--- config.mk ---
export PLATFORM = sky130hd
export DESIGN_NAME = eh_pointer_decoder
export DESIGN_NICKNAME = d
export VERILOG_FILES = /design/src/hdl/ehpd_pkg.sv /design/src/hdl/ehpd_front.sv /design/src/hdl/ehpd_queue.sv /design/src/hdl/ehpd_back.sv /design/src/hdl/eh_pointer_decoder.sv
export SDC_FILE = /design/constraint.sdc
export NUM_CORES = 1
export LEC_CHECK = 0
export BUFFER_PORTS_ARGS = -buffer_cell sky130_fd_sc_hd__buf_2
export CORE_ASPECT_RATIO = 1.75
export CORE_MARGIN = 2
export CORE_UTILIZATION = 55
export CTS_BUF_LIST = sky130_fd_sc_hd__clkbuf_2
export DETAILED_ROUTE_END_ITERATION = 6
export GPL_TIMING_DRIVEN = 0
export PLACE_DENSITY = 0.72
export SYNTH_ARGS = -nofsm -noshare
export SYNTH_HDL_FRONTEND = slang
export SYNTH_HIERARCHICAL = 1
export SYNTH_SLANG_ARGS = --single-unit
export TNS_END_PERCENT = 5
--- constraint.sdc ---
create_clock -name clk -period 9.4 [get_ports clk]
set_input_delay 0 -clock clk [delete_from_list [all_inputs] [get_ports clk]]
set_output_delay 0 -clock clk [all_outputs]
set_load 0.02 [all_outputs]
--- src/hdl/ehpd_pkg.sv ---
// Shared types, codes and constants of the exception-header pointer decoder.
package ehpd_pkg;

	// Result status codes.
	localparam logic [1:0] ST_OK       = 2'd0;
	localparam logic [1:0] ST_BAD_FMT  = 2'd1;
	localparam logic [1:0] ST_BAD_APPL = 2'd2;

	// Queue entry kinds.
	localparam logic [1:0] KIND_EMIT  = 2'd0;
	localparam logic [1:0] KIND_START = 2'd1;
	localparam logic [1:0] KIND_BYTE  = 2'd2;

	// Fixed-width size codes.
	localparam logic [1:0] W16 = 2'd0;
	localparam logic [1:0] W32 = 2'd1;
	localparam logic [1:0] W64 = 2'd2;

	// Encoding byte fields and format codes.
	localparam logic [7:0] ENC_OMIT    = 8'hFF;
	localparam logic [2:0] APPL_ABS    = 3'd0;
	localparam logic [2:0] APPL_PCREL  = 3'd1;
	localparam logic [3:0] FMT_ABSPTR  = 4'h0;
	localparam logic [3:0] FMT_ULEB128 = 4'h1;
	localparam logic [3:0] FMT_UDATA2  = 4'h2;
	localparam logic [3:0] FMT_UDATA4  = 4'h3;
	localparam logic [3:0] FMT_UDATA8  = 4'h4;
	localparam logic [3:0] FMT_SLEB128 = 4'h9;
	localparam logic [3:0] FMT_SDATA2  = 4'hA;
	localparam logic [3:0] FMT_SDATA4  = 4'hB;
	localparam logic [3:0] FMT_SDATA8  = 4'hC;

	// LEB128 byte fields and the saturation point of the bit position.
	localparam logic [7:0] LEB_PAYLOAD = 8'h7F;
	localparam int         LEB_MORE    = 7;
	localparam int         LEB_SIGN    = 6;
	localparam logic [6:0] SHIFT_CAP   = 7'd70;

	// Default depth of the queue between front and back.
	localparam int QUEUE_DEPTH = 2;

	// One classified beat as it travels from front to back.
	typedef struct packed {
		logic [1:0]  kind;
		logic [1:0]  status;
		logic        leb;
		logic        sgn;
		logic [1:0]  wcode;
		logic        pc_rel;
		logic        indir;
		logic [63:0] base;
		logic [7:0]  data;
	} ehpd_entry_t;

endpackage

--- src/hdl/ehpd_front.sv ---
// Front end: classifies each input beat into a queue entry.
module ehpd_front (
	input  logic                op,
	input  logic [7:0]          encoding,
	input  logic [63:0]         base_address,
	input  logic [7:0]          data_byte,
	output ehpd_pkg::ehpd_entry_t entry
);
	import ehpd_pkg::*;

	logic [3:0] fmt;
	logic [2:0] appl;
	logic       fmt_ok;

	assign fmt  = encoding[3:0];
	assign appl = encoding[6:4];

	// Decode the format into LEB, signedness and size.
	always_comb begin
		fmt_ok      = 1'b1;
		entry       = '0;
		entry.base  = base_address;
		entry.data  = data_byte;
		entry.indir = encoding[7];
		entry.pc_rel = (appl == APPL_PCREL);
		unique case (fmt)
			FMT_ABSPTR, FMT_UDATA8: entry.wcode = W64;
			FMT_UDATA2: entry.wcode = W16;
			FMT_UDATA4: entry.wcode = W32;
			FMT_SDATA8: begin
				entry.wcode = W64;
				entry.sgn   = 1'b1;
			end
			FMT_SDATA2: begin
				entry.wcode = W16;
				entry.sgn   = 1'b1;
			end
			FMT_SDATA4: begin
				entry.wcode = W32;
				entry.sgn   = 1'b1;
			end
			FMT_ULEB128: entry.leb = 1'b1;
			FMT_SLEB128: begin
				entry.leb = 1'b1;
				entry.sgn = 1'b1;
			end
			default: fmt_ok = 1'b0;
		endcase

		// Pick the kind; a data byte wins, then the omit encoding, then format, then application.
		priority if (op) begin
			entry.kind = KIND_BYTE;
		end else if (encoding == ENC_OMIT) begin
			entry.kind   = KIND_EMIT;
			entry.status = ST_OK;
		end else if (!fmt_ok) begin
			entry.kind   = KIND_EMIT;
			entry.status = ST_BAD_FMT;
		end else if (appl != APPL_ABS && appl != APPL_PCREL) begin
			entry.kind   = KIND_EMIT;
			entry.status = ST_BAD_APPL;
		end else begin
			entry.kind = KIND_START;
		end
	end

endmodule

--- src/hdl/ehpd_queue.sv ---
// Short queue of classified beats between front and back.
module ehpd_queue #(
	parameter int Depth = ehpd_pkg::QUEUE_DEPTH
) (
	input  logic                  clk,
	input  logic                  arst_n,
	input  logic                  push,
	input  ehpd_pkg::ehpd_entry_t wr_entry,
	output logic                  full,
	input  logic                  pop,
	output logic                  not_empty,
	output ehpd_pkg::ehpd_entry_t rd_entry
);
	import ehpd_pkg::*;

	localparam int PtrW = $clog2(Depth);
	localparam int CntW = $clog2(Depth + 1);
	localparam logic [PtrW-1:0] LastPtr = PtrW'(Depth - 1);
	localparam logic [CntW-1:0] DepthCnt = CntW'(Depth);

	ehpd_entry_t     mem_q [Depth];
	logic [PtrW-1:0] wr_ptr_q;
	logic [PtrW-1:0] rd_ptr_q;
	logic [CntW-1:0] count_q;

	assign full      = (count_q == DepthCnt);
	assign not_empty = (count_q != '0);
	assign rd_entry  = mem_q[rd_ptr_q];

	// Storage is written at the tail.
	always_ff @(posedge clk) begin
		if (push) begin
			mem_q[wr_ptr_q] <= wr_entry;
		end
	end

	// Pointers and fill count.
	always_ff @(posedge clk or negedge arst_n) begin
		if (!arst_n) begin
			wr_ptr_q <= '0;
			rd_ptr_q <= '0;
			count_q  <= '0;
		end else begin
			if (push) begin
				wr_ptr_q <= (wr_ptr_q == LastPtr) ? '0 : wr_ptr_q + 1'b1;
			end
			if (pop) begin
				rd_ptr_q <= (rd_ptr_q == LastPtr) ? '0 : rd_ptr_q + 1'b1;
			end
			if (push && !pop) begin
				count_q <= count_q + 1'b1;
			end else if (pop && !push) begin
				count_q <= count_q - 1'b1;
			end
		end
	end

endmodule

--- src/hdl/ehpd_back.sv ---
// Back end: gathers bytes into the pointer value and holds the result beat.
module ehpd_back (
	input  logic                  clk,
	input  logic                  arst_n,
	input  logic                  q_valid,
	input  ehpd_pkg::ehpd_entry_t q_entry,
	output logic                  q_pop,
	output logic                  out_valid,
	input  logic                  out_stall,
	output logic [63:0]           value,
	output logic                  indirect,
	output logic [1:0]            status
);
	import ehpd_pkg::*;

	// Decode state of the pointer in progress.
	logic        busy_q;
	logic        leb_q;
	logic        sgn_q;
	logic [1:0]  wcode_q;
	logic        pc_rel_q;
	logic        indir_q;
	logic [63:0] start_q;
	logic [63:0] acc_q;
	logic [6:0]  shift_q;

	// Result register.
	logic        out_valid_q;
	logic [63:0] value_q;
	logic        indirect_q;
	logic [1:0]  status_q;

	logic        advance;
	logic [6:0]  sh_fix;
	logic [6:0]  sh_sum;
	logic [6:0]  sh_leb;
	logic [6:0]  width;
	logic [63:0] acc_nx;
	logic [63:0] ext_mask;
	logic [63:0] final_v;
	logic        done;
	logic        is_byte;

	assign advance = !out_valid_q || !out_stall;
	assign q_pop   = q_valid && advance;
	assign is_byte = (q_entry.kind == KIND_BYTE) && busy_q;

	// Merge one byte into the accumulator and decide whether the value is complete.
	always_comb begin
		sh_fix   = {1'b0, shift_q[5:0]} + 7'd8;
		sh_sum   = shift_q + 7'd7;
		sh_leb   = (sh_sum > SHIFT_CAP) ? SHIFT_CAP : sh_sum;
		ext_mask = '0;
		unique case (wcode_q)
			W16:     width = 7'd16;
			W32:     width = 7'd32;
			default: width = 7'd64;
		endcase
		if (leb_q) begin
			acc_nx = acc_q;
			if (!shift_q[6]) begin
				acc_nx = acc_q | ({56'd0, q_entry.data & LEB_PAYLOAD} << shift_q[5:0]);
			end
			done = !q_entry.data[LEB_MORE];
			if (sgn_q && !sh_leb[6] && q_entry.data[LEB_SIGN]) begin
				ext_mask = {64{1'b1}} << sh_leb[5:0];
			end
		end else begin
			acc_nx = acc_q | ({56'd0, q_entry.data} << shift_q[5:0]);
			done   = (sh_fix >= width);
			if (sgn_q) begin
				unique case (wcode_q)
					W16:     ext_mask = acc_nx[15] ? {{48{1'b1}}, 16'd0} : '0;
					W32:     ext_mask = acc_nx[31] ? {{32{1'b1}}, 32'd0} : '0;
					default: ext_mask = '0;
				endcase
			end
		end
		final_v = (acc_nx | ext_mask) + (pc_rel_q ? start_q : 64'd0);
	end

	// Decode state update, one queue entry per cycle while the result register is not stalled.
	always_ff @(posedge clk or negedge arst_n) begin
		if (!arst_n) begin
			busy_q <= 1'b0;
		end else if (q_pop) begin
			unique case (q_entry.kind)
				KIND_START: busy_q <= 1'b1;
				KIND_BYTE:  busy_q <= busy_q && !done;
				default:    busy_q <= 1'b0;
			endcase
		end
	end

	// Accumulator and format registers.
	always_ff @(posedge clk) begin
		if (q_pop && q_entry.kind == KIND_START) begin
			leb_q    <= q_entry.leb;
			sgn_q    <= q_entry.sgn;
			wcode_q  <= q_entry.wcode;
			pc_rel_q <= q_entry.pc_rel;
			indir_q  <= q_entry.indir;
			start_q  <= q_entry.base;
			acc_q    <= '0;
			shift_q  <= '0;
		end else if (q_pop && is_byte) begin
			acc_q   <= acc_nx;
			shift_q <= leb_q ? sh_leb : sh_fix;
		end
	end

	// Result beat valid flag.
	always_ff @(posedge clk or negedge arst_n) begin
		if (!arst_n) begin
			out_valid_q <= 1'b0;
		end else if (advance) begin
			out_valid_q <= q_valid &&
				((q_entry.kind == KIND_EMIT) || (is_byte && done));
		end
	end

	// Result beat payload.
	always_ff @(posedge clk) begin
		if (q_pop) begin
			if (q_entry.kind == KIND_EMIT) begin
				value_q    <= '0;
				indirect_q <= 1'b0;
				status_q   <= q_entry.status;
			end else if (is_byte && done) begin
				value_q    <= final_v;
				indirect_q <= indir_q;
				status_q   <= ST_OK;
			end
		end
	end

	assign out_valid = out_valid_q;
	assign value     = value_q;
	assign indirect  = indirect_q;
	assign status    = status_q;

endmodule

--- src/hdl/eh_pointer_decoder.sv ---
// Top level of the exception-header encoded pointer decoder.
//
//   Channel  Direction  Handshake           Payload
//   in       to block   in_valid/in_stall   op, encoding, base_address, data_byte
//   out      from block out_valid/out_stall value, indirect, status
//
// One input beat per cycle is taken while the queue has room; the back end
// retires one queued beat per cycle whenever the result register is free.
// A result is registered in the result register when its closing beat is taken from the queue.
// Reset clears the queue, the busy flag and the result valid flag.
// A stall on the output fills the queue; in_stall rises once it is full.
module eh_pointer_decoder #(
	parameter int QUEUE_DEPTH = ehpd_pkg::QUEUE_DEPTH
) (
	input  logic        clk,
	input  logic        arst_n,
	input  logic        in_valid,
	output logic        in_stall,
	input  logic        op,
	input  logic [7:0]  encoding,
	input  logic [63:0] base_address,
	input  logic [7:0]  data_byte,
	output logic        out_valid,
	input  logic        out_stall,
	output logic [63:0] value,
	output logic        indirect,
	output logic [1:0]  status
);
	import ehpd_pkg::*;

	ehpd_entry_t front_entry;
	ehpd_entry_t q_entry;
	logic        q_full;
	logic        q_valid;
	logic        q_pop;

	assign in_stall = q_full;

	// Classification of incoming beats.
	ehpd_front u_front (
		.op           (op),
		.encoding     (encoding),
		.base_address (base_address),
		.data_byte    (data_byte),
		.entry        (front_entry)
	);

	// Decoupling queue.
	ehpd_queue #(
		.Depth (QUEUE_DEPTH)
	) u_queue (
		.clk       (clk),
		.arst_n    (arst_n),
		.push      (in_valid && !q_full),
		.wr_entry  (front_entry),
		.full      (q_full),
		.pop       (q_pop),
		.not_empty (q_valid),
		.rd_entry  (q_entry)
	);

	// Value assembly and result register.
	ehpd_back u_back (
		.clk       (clk),
		.arst_n    (arst_n),
		.q_valid   (q_valid),
		.q_entry   (q_entry),
		.q_pop     (q_pop),
		.out_valid (out_valid),
		.out_stall (out_stall),
		.value     (value),
		.indirect  (indirect),
		.status    (status)
	);

endmodule

# Word level (Yosys, flattened, before mapping)
# Memory sizes are Yosys's and may differ from the RTL's.
# Index checks and enable logic that the tools add are counted.
[totals]
register_bits = 214
mem_bits_rw = 164
input_bits = 85
output_inout_bits = 69
word_cells = 117
mem_count = 1
[mem_list]
columns = ["name", "depth", "word_bits", "rd", "rd_clocked_by_memory_dff", "write_ports", "line", "rtl"]
rows = [
  ["u_queue.mem_q", 2, 82, 1, 0, 1, "ehpd_queue.sv:21", "ehpd_entry_t mem_q [Depth];"],
]
[classes]
addsub = 7
order_cmp = 2
eq_ne = 15
n_shift = 3
n_mux = 34
n_bitwise = 3
reduce_logical = 36
[ops]
columns = ["operator", "count"]
rows = [
  ["2-to-1 mux 64 bit", 9],
  ["OR 64 bit", 3],
  ["case mux 64 bit (2 select lines)", 1],
  ["adder 64 bit", 1],
  ["left shift 64 x 6 -> 64 bit (first input constant)", 1],
  ["left shift 7 x 6 -> 64 bit", 1],
  ["left shift 8 x 6 -> 64 bit", 1],
  ["== test 4 bit (second input constant)", 4],
  ["2-to-1 mux 2 bit", 7],
  ["2-to-1 mux 7 bit", 2],
  ["case mux 7 bit (2 select lines)", 1],
  ["logical AND 1 bit", 13],
  ["2-to-1 mux 1 bit", 10],
  ["OR reduction 9 bit", 1],
  ["== test 4 x 2 -> 1 bit (second input constant)", 2],
  ["== test 8 bit (second input constant)", 1],
  ["logical NOT 1 bit", 8],
  ["adder 6 x 4 -> 7 bit (second input constant)", 1],
  ["adder 7 x 3 -> 7 bit (second input constant)", 1],
  [">= comparator 7 bit", 1],
  ["greater-than comparator 7 bit (second input constant)", 1],
  ["nonzero test 2 bit", 3],
  ["== test 2 x 1 -> 1 bit (second input constant)", 2],
  ["== test 2 bit (second input constant)", 2],
  ["19 further kinds", 23],
]

# Logic depth before layout (Yosys ltp)
[logic_depth]
word_depth = 11
mapped_depth = 23
ltp_nobuf = 21

# Modules after synthesis
# The synthesis kept the hierarchy.
[modules_own_cells]
columns = ["module", "n_inst", "cells_each", "area_each_um2", "seq_area_each_um2"]
rows = [
  ["ehpd_back", 1, 1625, 14056.0, 5585.4],
  ["ehpd_queue", 1, 271, 6456.2, 5024.8],
  ["ehpd_front", 1, 91, 665.6, 0.0],
  ["eh_pointer_decoder", 1, 1, 13.8, 0.0],
]

# Least setup slack after synthesis
# OpenSTA, ideal clock, no wires.
[synth_path]
path_kind = "flip-flop to flip-flop"
start = "reg u_back.shift_q[0]"
end = "reg u_back.value_q[54], in the netlist u_back/value[54] (data pin)"
setup_time_ns = 0.260
t_arrival_ns = 5.016
required_time_ns = 9.140
setup_slack_ns = 4.125
path_stages_with_launch = 22
path_buffers = 1
synth_period_minus_slack_ns = 5.275
path_cell_list = "dfxtp_1 buf_2 inv_1 ha_1 nor2b_1 nor3_2 xnor2_1 a31oi_2 nor2_1 and3_1 a221o_1 ha_1 fa_1 a21oi_1 o211ai_1 o2111ai_1 nand2_1 a2111oi_1 o21ai_1 a31o_2 a21oi_1 mux2_2"
[synth_between]
elab_chain_len = 11
elab_cells_between_ends = 22
classes_between = "2 x add/sub; 1 x order compare; 3 x shift; 10 x mux; 3 x bitwise; 3 x reduce/logical"
[synth_lines]
columns = ["item", "line", "rtl"]
rows = [
  ["start, declared", "ehpd_back.sv:25", "logic [6:0] shift_q;"],
  ["start signal, assigned", "ehpd_back.sv:108", "shift_q <= leb_q ? sh_leb : sh_fix;"],
  ["parallel branches: the longest is 8 deep, another holds adder 7 x 3 -> 7 bit", "n/a", ""],
  ["OR 64 bit (*)", "ehpd_back.sv:79", "final_v = (acc_nx | ext_mask) + (pc_rel_q ? start_q : 64'd0);"],
  ["adder 64 bit (*)", "ehpd_back.sv:79", ""],
  ["2-to-1 mux 64 bit (*)", "ehpd_back.sv:129", "end else if (is_byte && done) begin"],
  ["end signal, assigned", "ehpd_back.sv:130", "value_q <= final_v;"],
  ["end, declared", "ehpd_back.sv:29", "logic [63:0] value_q;"],
]
# Mark *: on every way between the ends. The select of a mux whose other input is x is not followed.
# A chain may end at the register's enable or synchronous reset.

# Worst setup path in the final report
# Ends and elaborated chain as after synthesis.

==> impl_metrics.json <==
{
  "cts_buffers": 84,
  "wirelength_mm": 71.67,
  "p_leak_uw": 0.009898,
  "clock_path_buffers": 3,
  "cts_resized": 0,
  "crit_path_max_fanout": 10,
  "ys_types": 88,
  "rsz0062_at_grt": "no",
  "grt.busiest_layer": "met2",
  "initial_core_util": 0.5554,
  "yosys_most_used_dff": "edfxtp_1",
  "synth_top_family_by_area": "compound AO/OA/AOI/OAI gates",
  "final_layout_size_suffix_gt1_frac": 0.1917,
  "hp-class": "primary input to flop",
  "setup_tns_ns": 0,
  "via_per_inst": 6.040,
  "worstMarginPinSlew_ns": 1.289,
  "crit_arrival_ns": 8.52,
  "cp-start-kind": "flop",
  "synth_compound_area_frac": 0.1583,
  "grt_usage": 0.3520,
  "synthXorXnorAreaFrac": 0.02190,
  "synthAdderAreaFrac": 0.04464,
  "die_w_um": 152.4,
  "max_freq_mhz": 129.4,
  "setup_viol": 0,
  "area.growth.synth_to_final_pct": 17.69,
  "crit_required_ns": 10.20,
  "hold-path-cell-count": 5,
  "fin_skew_ns": 0.1338,
  "grt_overflow": 0,
  "die_h_um": 263.7,
  "power.density_nw_per_um2": 341.9,
  "yosys_warnings": 6,
  "status": "completed",
  "avgRoutedWirePerCell_um": 24.84,
  "antenna_found_initial": 2,
  "core-area_um2": 38160,
  "finalCritPeriodShare": 0.8220,
  "gp_congestion": 1.057,
  "maxSlewHeadroom": 0.1404,
  "syn-mean-instance-area_um2": 10.66,
  "placementRows": 95,
  "cts_tree": "done",
  "synth_area_leader_cell": "edfxtp_1",
  "worst_setup_path_end_kind": "flop",
  "cap_violations": 0,
  "grt_util_met1": 0.3840,
  "worstSkewPairLatency_ns": 1.04,
  "htreeDepth": 3,
  "crit_top_cell": "nor3_1",
  "max_stage_delay_ns": 1.01,
  "synthesis.nets": 2148,
  "vdd_drop_max_mv": 0.1996,
  "synthTopCellsByArea": "edfxtp_1, dfxtp_1, mux2_4",
  "met2_usage": 0.6217,
  "grt_pass1_wl_mm": 106.4,
  "reg2reg_depth": 20,
  "vias": 17430,
  "crit_chain": "buf_2 > inv_1 > ha_1 > xnor2_1 > nor3_1 > nor2_1 > a31oi_2 > nor3_1 > nand2_1 > a221o_1 > ha_1 > a211oi_2 > nor3_1 > o21bai_1 > nand2_1 > a2111oi_1 > o21ai_1 > a31o_2 > a21oi_1 > mux2_2",
  "cts_root_buf": "clkbuf_2",
  "die-area_um2": 40180,
  "yosysSeqAreaShare": 0.5007,
  "drcViolationCount": 0,
  "clk_pin_slew_ns": 0.11,
  "first_iter_violations": 1521,
  "ant_nets": 0,
  "r2r_slack_ns": 1.67,
  "grt_pass1_vias": 17890,
  "async_reset_ff_frac": 0.01587,
  "hold_violations": 0,
  "grt_max_degree": 69,
  "cts_sinks": 378,
  "dp_slack_ns": 1.907,
  "slew_viol_final": 0,
  "synth_seq_cells": 378,
  "synthMuxAreaShare": 0.06902,
  "dp_hpwl_mm": 50.56,
  "finalNetCount": 2498,
  "met3_usage": 0.06152,
  "synth_edf_count": 301,
  "synth_area_um2": 21190,
  "synthCells": 1988,
  "ios": 154,
  "synthSimpleGateAreaFrac": 0.1441,
  "worst_path_max_delay_cell": "nor3_1",
  "drtPass1Iterations": 6,
  "crit_type": "flop to flop",
  "min_period_ns": 7.727,
  "io_buffers": 81,
  "layout_setup_ws_ns": 1.673,
  "synthDominantCellAreaShare": 0.4265
}
## path summary, 6_finish.rpt
path	startpoint	to
max in group asynchronous	arst_n	u_queue/count_q[1]
worst max-delay path	u_back/shift_q[0]	u_back/value[54]
worst min-delay path	encoding[2]	u_queue/mem_q[0][78]
min in group asynchronous	arst_n	u_back/busy_q
worst max register to register	u_back/shift_q[0]	u_back/value[54]
worst min register to register	u_back/acc_q[2]	u_back/acc_q[2]
## Yosys cell counts, drive strengths merged (7+ instances only)
cell    number
edfxtp     301
nor2       238
a21oi      148
o21ai      143
nand2      121
buf        116
mux2        92
and2        77
ha          74
dfxtp       71
clkbuf      62
nor3        44
a21o        41
nand3       38
inv         36
nand4       33
xnor2       32
a31oi       29
o211ai      26
nor2b       23
a211oi      21
o21bai      21
xor2        21
o22ai       16
nand2b      12
o21a        11
or2         11
a21boi      10
a221oi       9
nor3b        9
a221o        8
o211a        8
mux2i        7
or3          7
## worst max-delay path, delay by kind of cell, from the launching register on
family	cells	cell delay (ns)
AO/OA/AOI/OAI	8	3.13
XOR/XNOR	1	0.45
adder cells (fa/ha/maj)	2	0.55
buffers and inverters	2	0.46
flip-flops	1	0.50
multiplexers	1	0.38
AND/OR/NAND/NOR	6	2.04
## metrics by stage
step	instances	util	instance area, µm²	hold WS, ns	total power (µW)
final	2885	0.6536	24940	0.1675	8527
after CTS	2884	0.6536	24940	0.01875	8406
after global placement	2554	0.5819	22200	-0.1607	7143
after detailed placement	2559	0.5852	22330	-0.1539	7217
after floorplan	1988	-	21190	-0.2956	5796
after global routing	2885	0.6536	24940	0.1522	8968
## layout by cell type (no fill, tap or decap), types with 8 or more instances in the layout
cell           netlist  routed
edfxtp_1           301     301
nor2_1             237     237
dlygate4sd3_1        0     178
a21oi_1            148     148
o21ai_0            139     139
nand2_1            121     121
clkbuf_2             0     113
buf_2               15      97
buf_4               80      80
and2_1              77      76
ha_1                74      74
mux2_4              71      71
dfxtp_1             71      71
clkbuf_1            61      60
nor3_1              41      41
a21o_1              40      40
nand3_1             38      38
inv_1               36      36
nand4_1             33      33
xnor2_1             32      32
a31oi_1             27      27
o211ai_1            25      25
nor2b_1             22      21
xor2_1              21      21
o21bai_1            21      21
mux2_2              20      20
clkinv_1             0      19
a211oi_1            19      19
o22ai_1             16      16
nand2b_1            12      12
o21a_1              11      11
or2_2               10      10
a221oi_1             9       9
a21boi_0             9       9
buf_12               7       9
a221o_1              8       8
buf_6                8       8
o211a_1              8       8
## final cells by class
class / count / area [µm²]
flip-flops and latches: 378 / 10610
inverters: 36 / 135.1
well taps: 485 / 606.8
clock buffers: 113 / 565.5
fillers: 2921 / 13220
multi-input cells: 1396 / 9301
clock inverters: 34 / 262.8
repair buffers: 264 / 2287
plain buffers: 178 / 1169
diodes: 1 / 2.502
## flip-flops by register name (all words and copies together) (netlist names), 2 cells and up
signal	count
u_back/wcode_q	2
u_back/value	64
u_back/status	2
u_queue/mem_q	164
u_back/start_q	64
u_back/shift_q	7
u_queue/count_q	2
u_back/acc_q	64
## repair_timing
action,in CTS,in global routing
setup endpoints to repair,0,0
hold buffers,178,0
setup buffers,0,0
hold endpoints to repair,333,0
## kinds of logic after synthesis
family / count (synthesis)
xor+xnor: 53
buf+inv: 214
fa+ha+maj: 75
mux: 103
compound gates: 530
simple gates: 635
flops: 378
## per-layer routing
layer | vias up | share of wire
met4 | 0 | 0.076
met2 | 789 | 0.51
met1 | 8348 | 0.35
met5 | - | 0
met3 | 284 | 0.064
li1 | 8004 | -
## report_power, final
group          total, µW  internal (µW)  switching [µW]
sequential          2640           2460             171
combinational       4760           1670            3090
clock               1130            443             688
No activity file was read; power rests on OpenSTA's default activity.
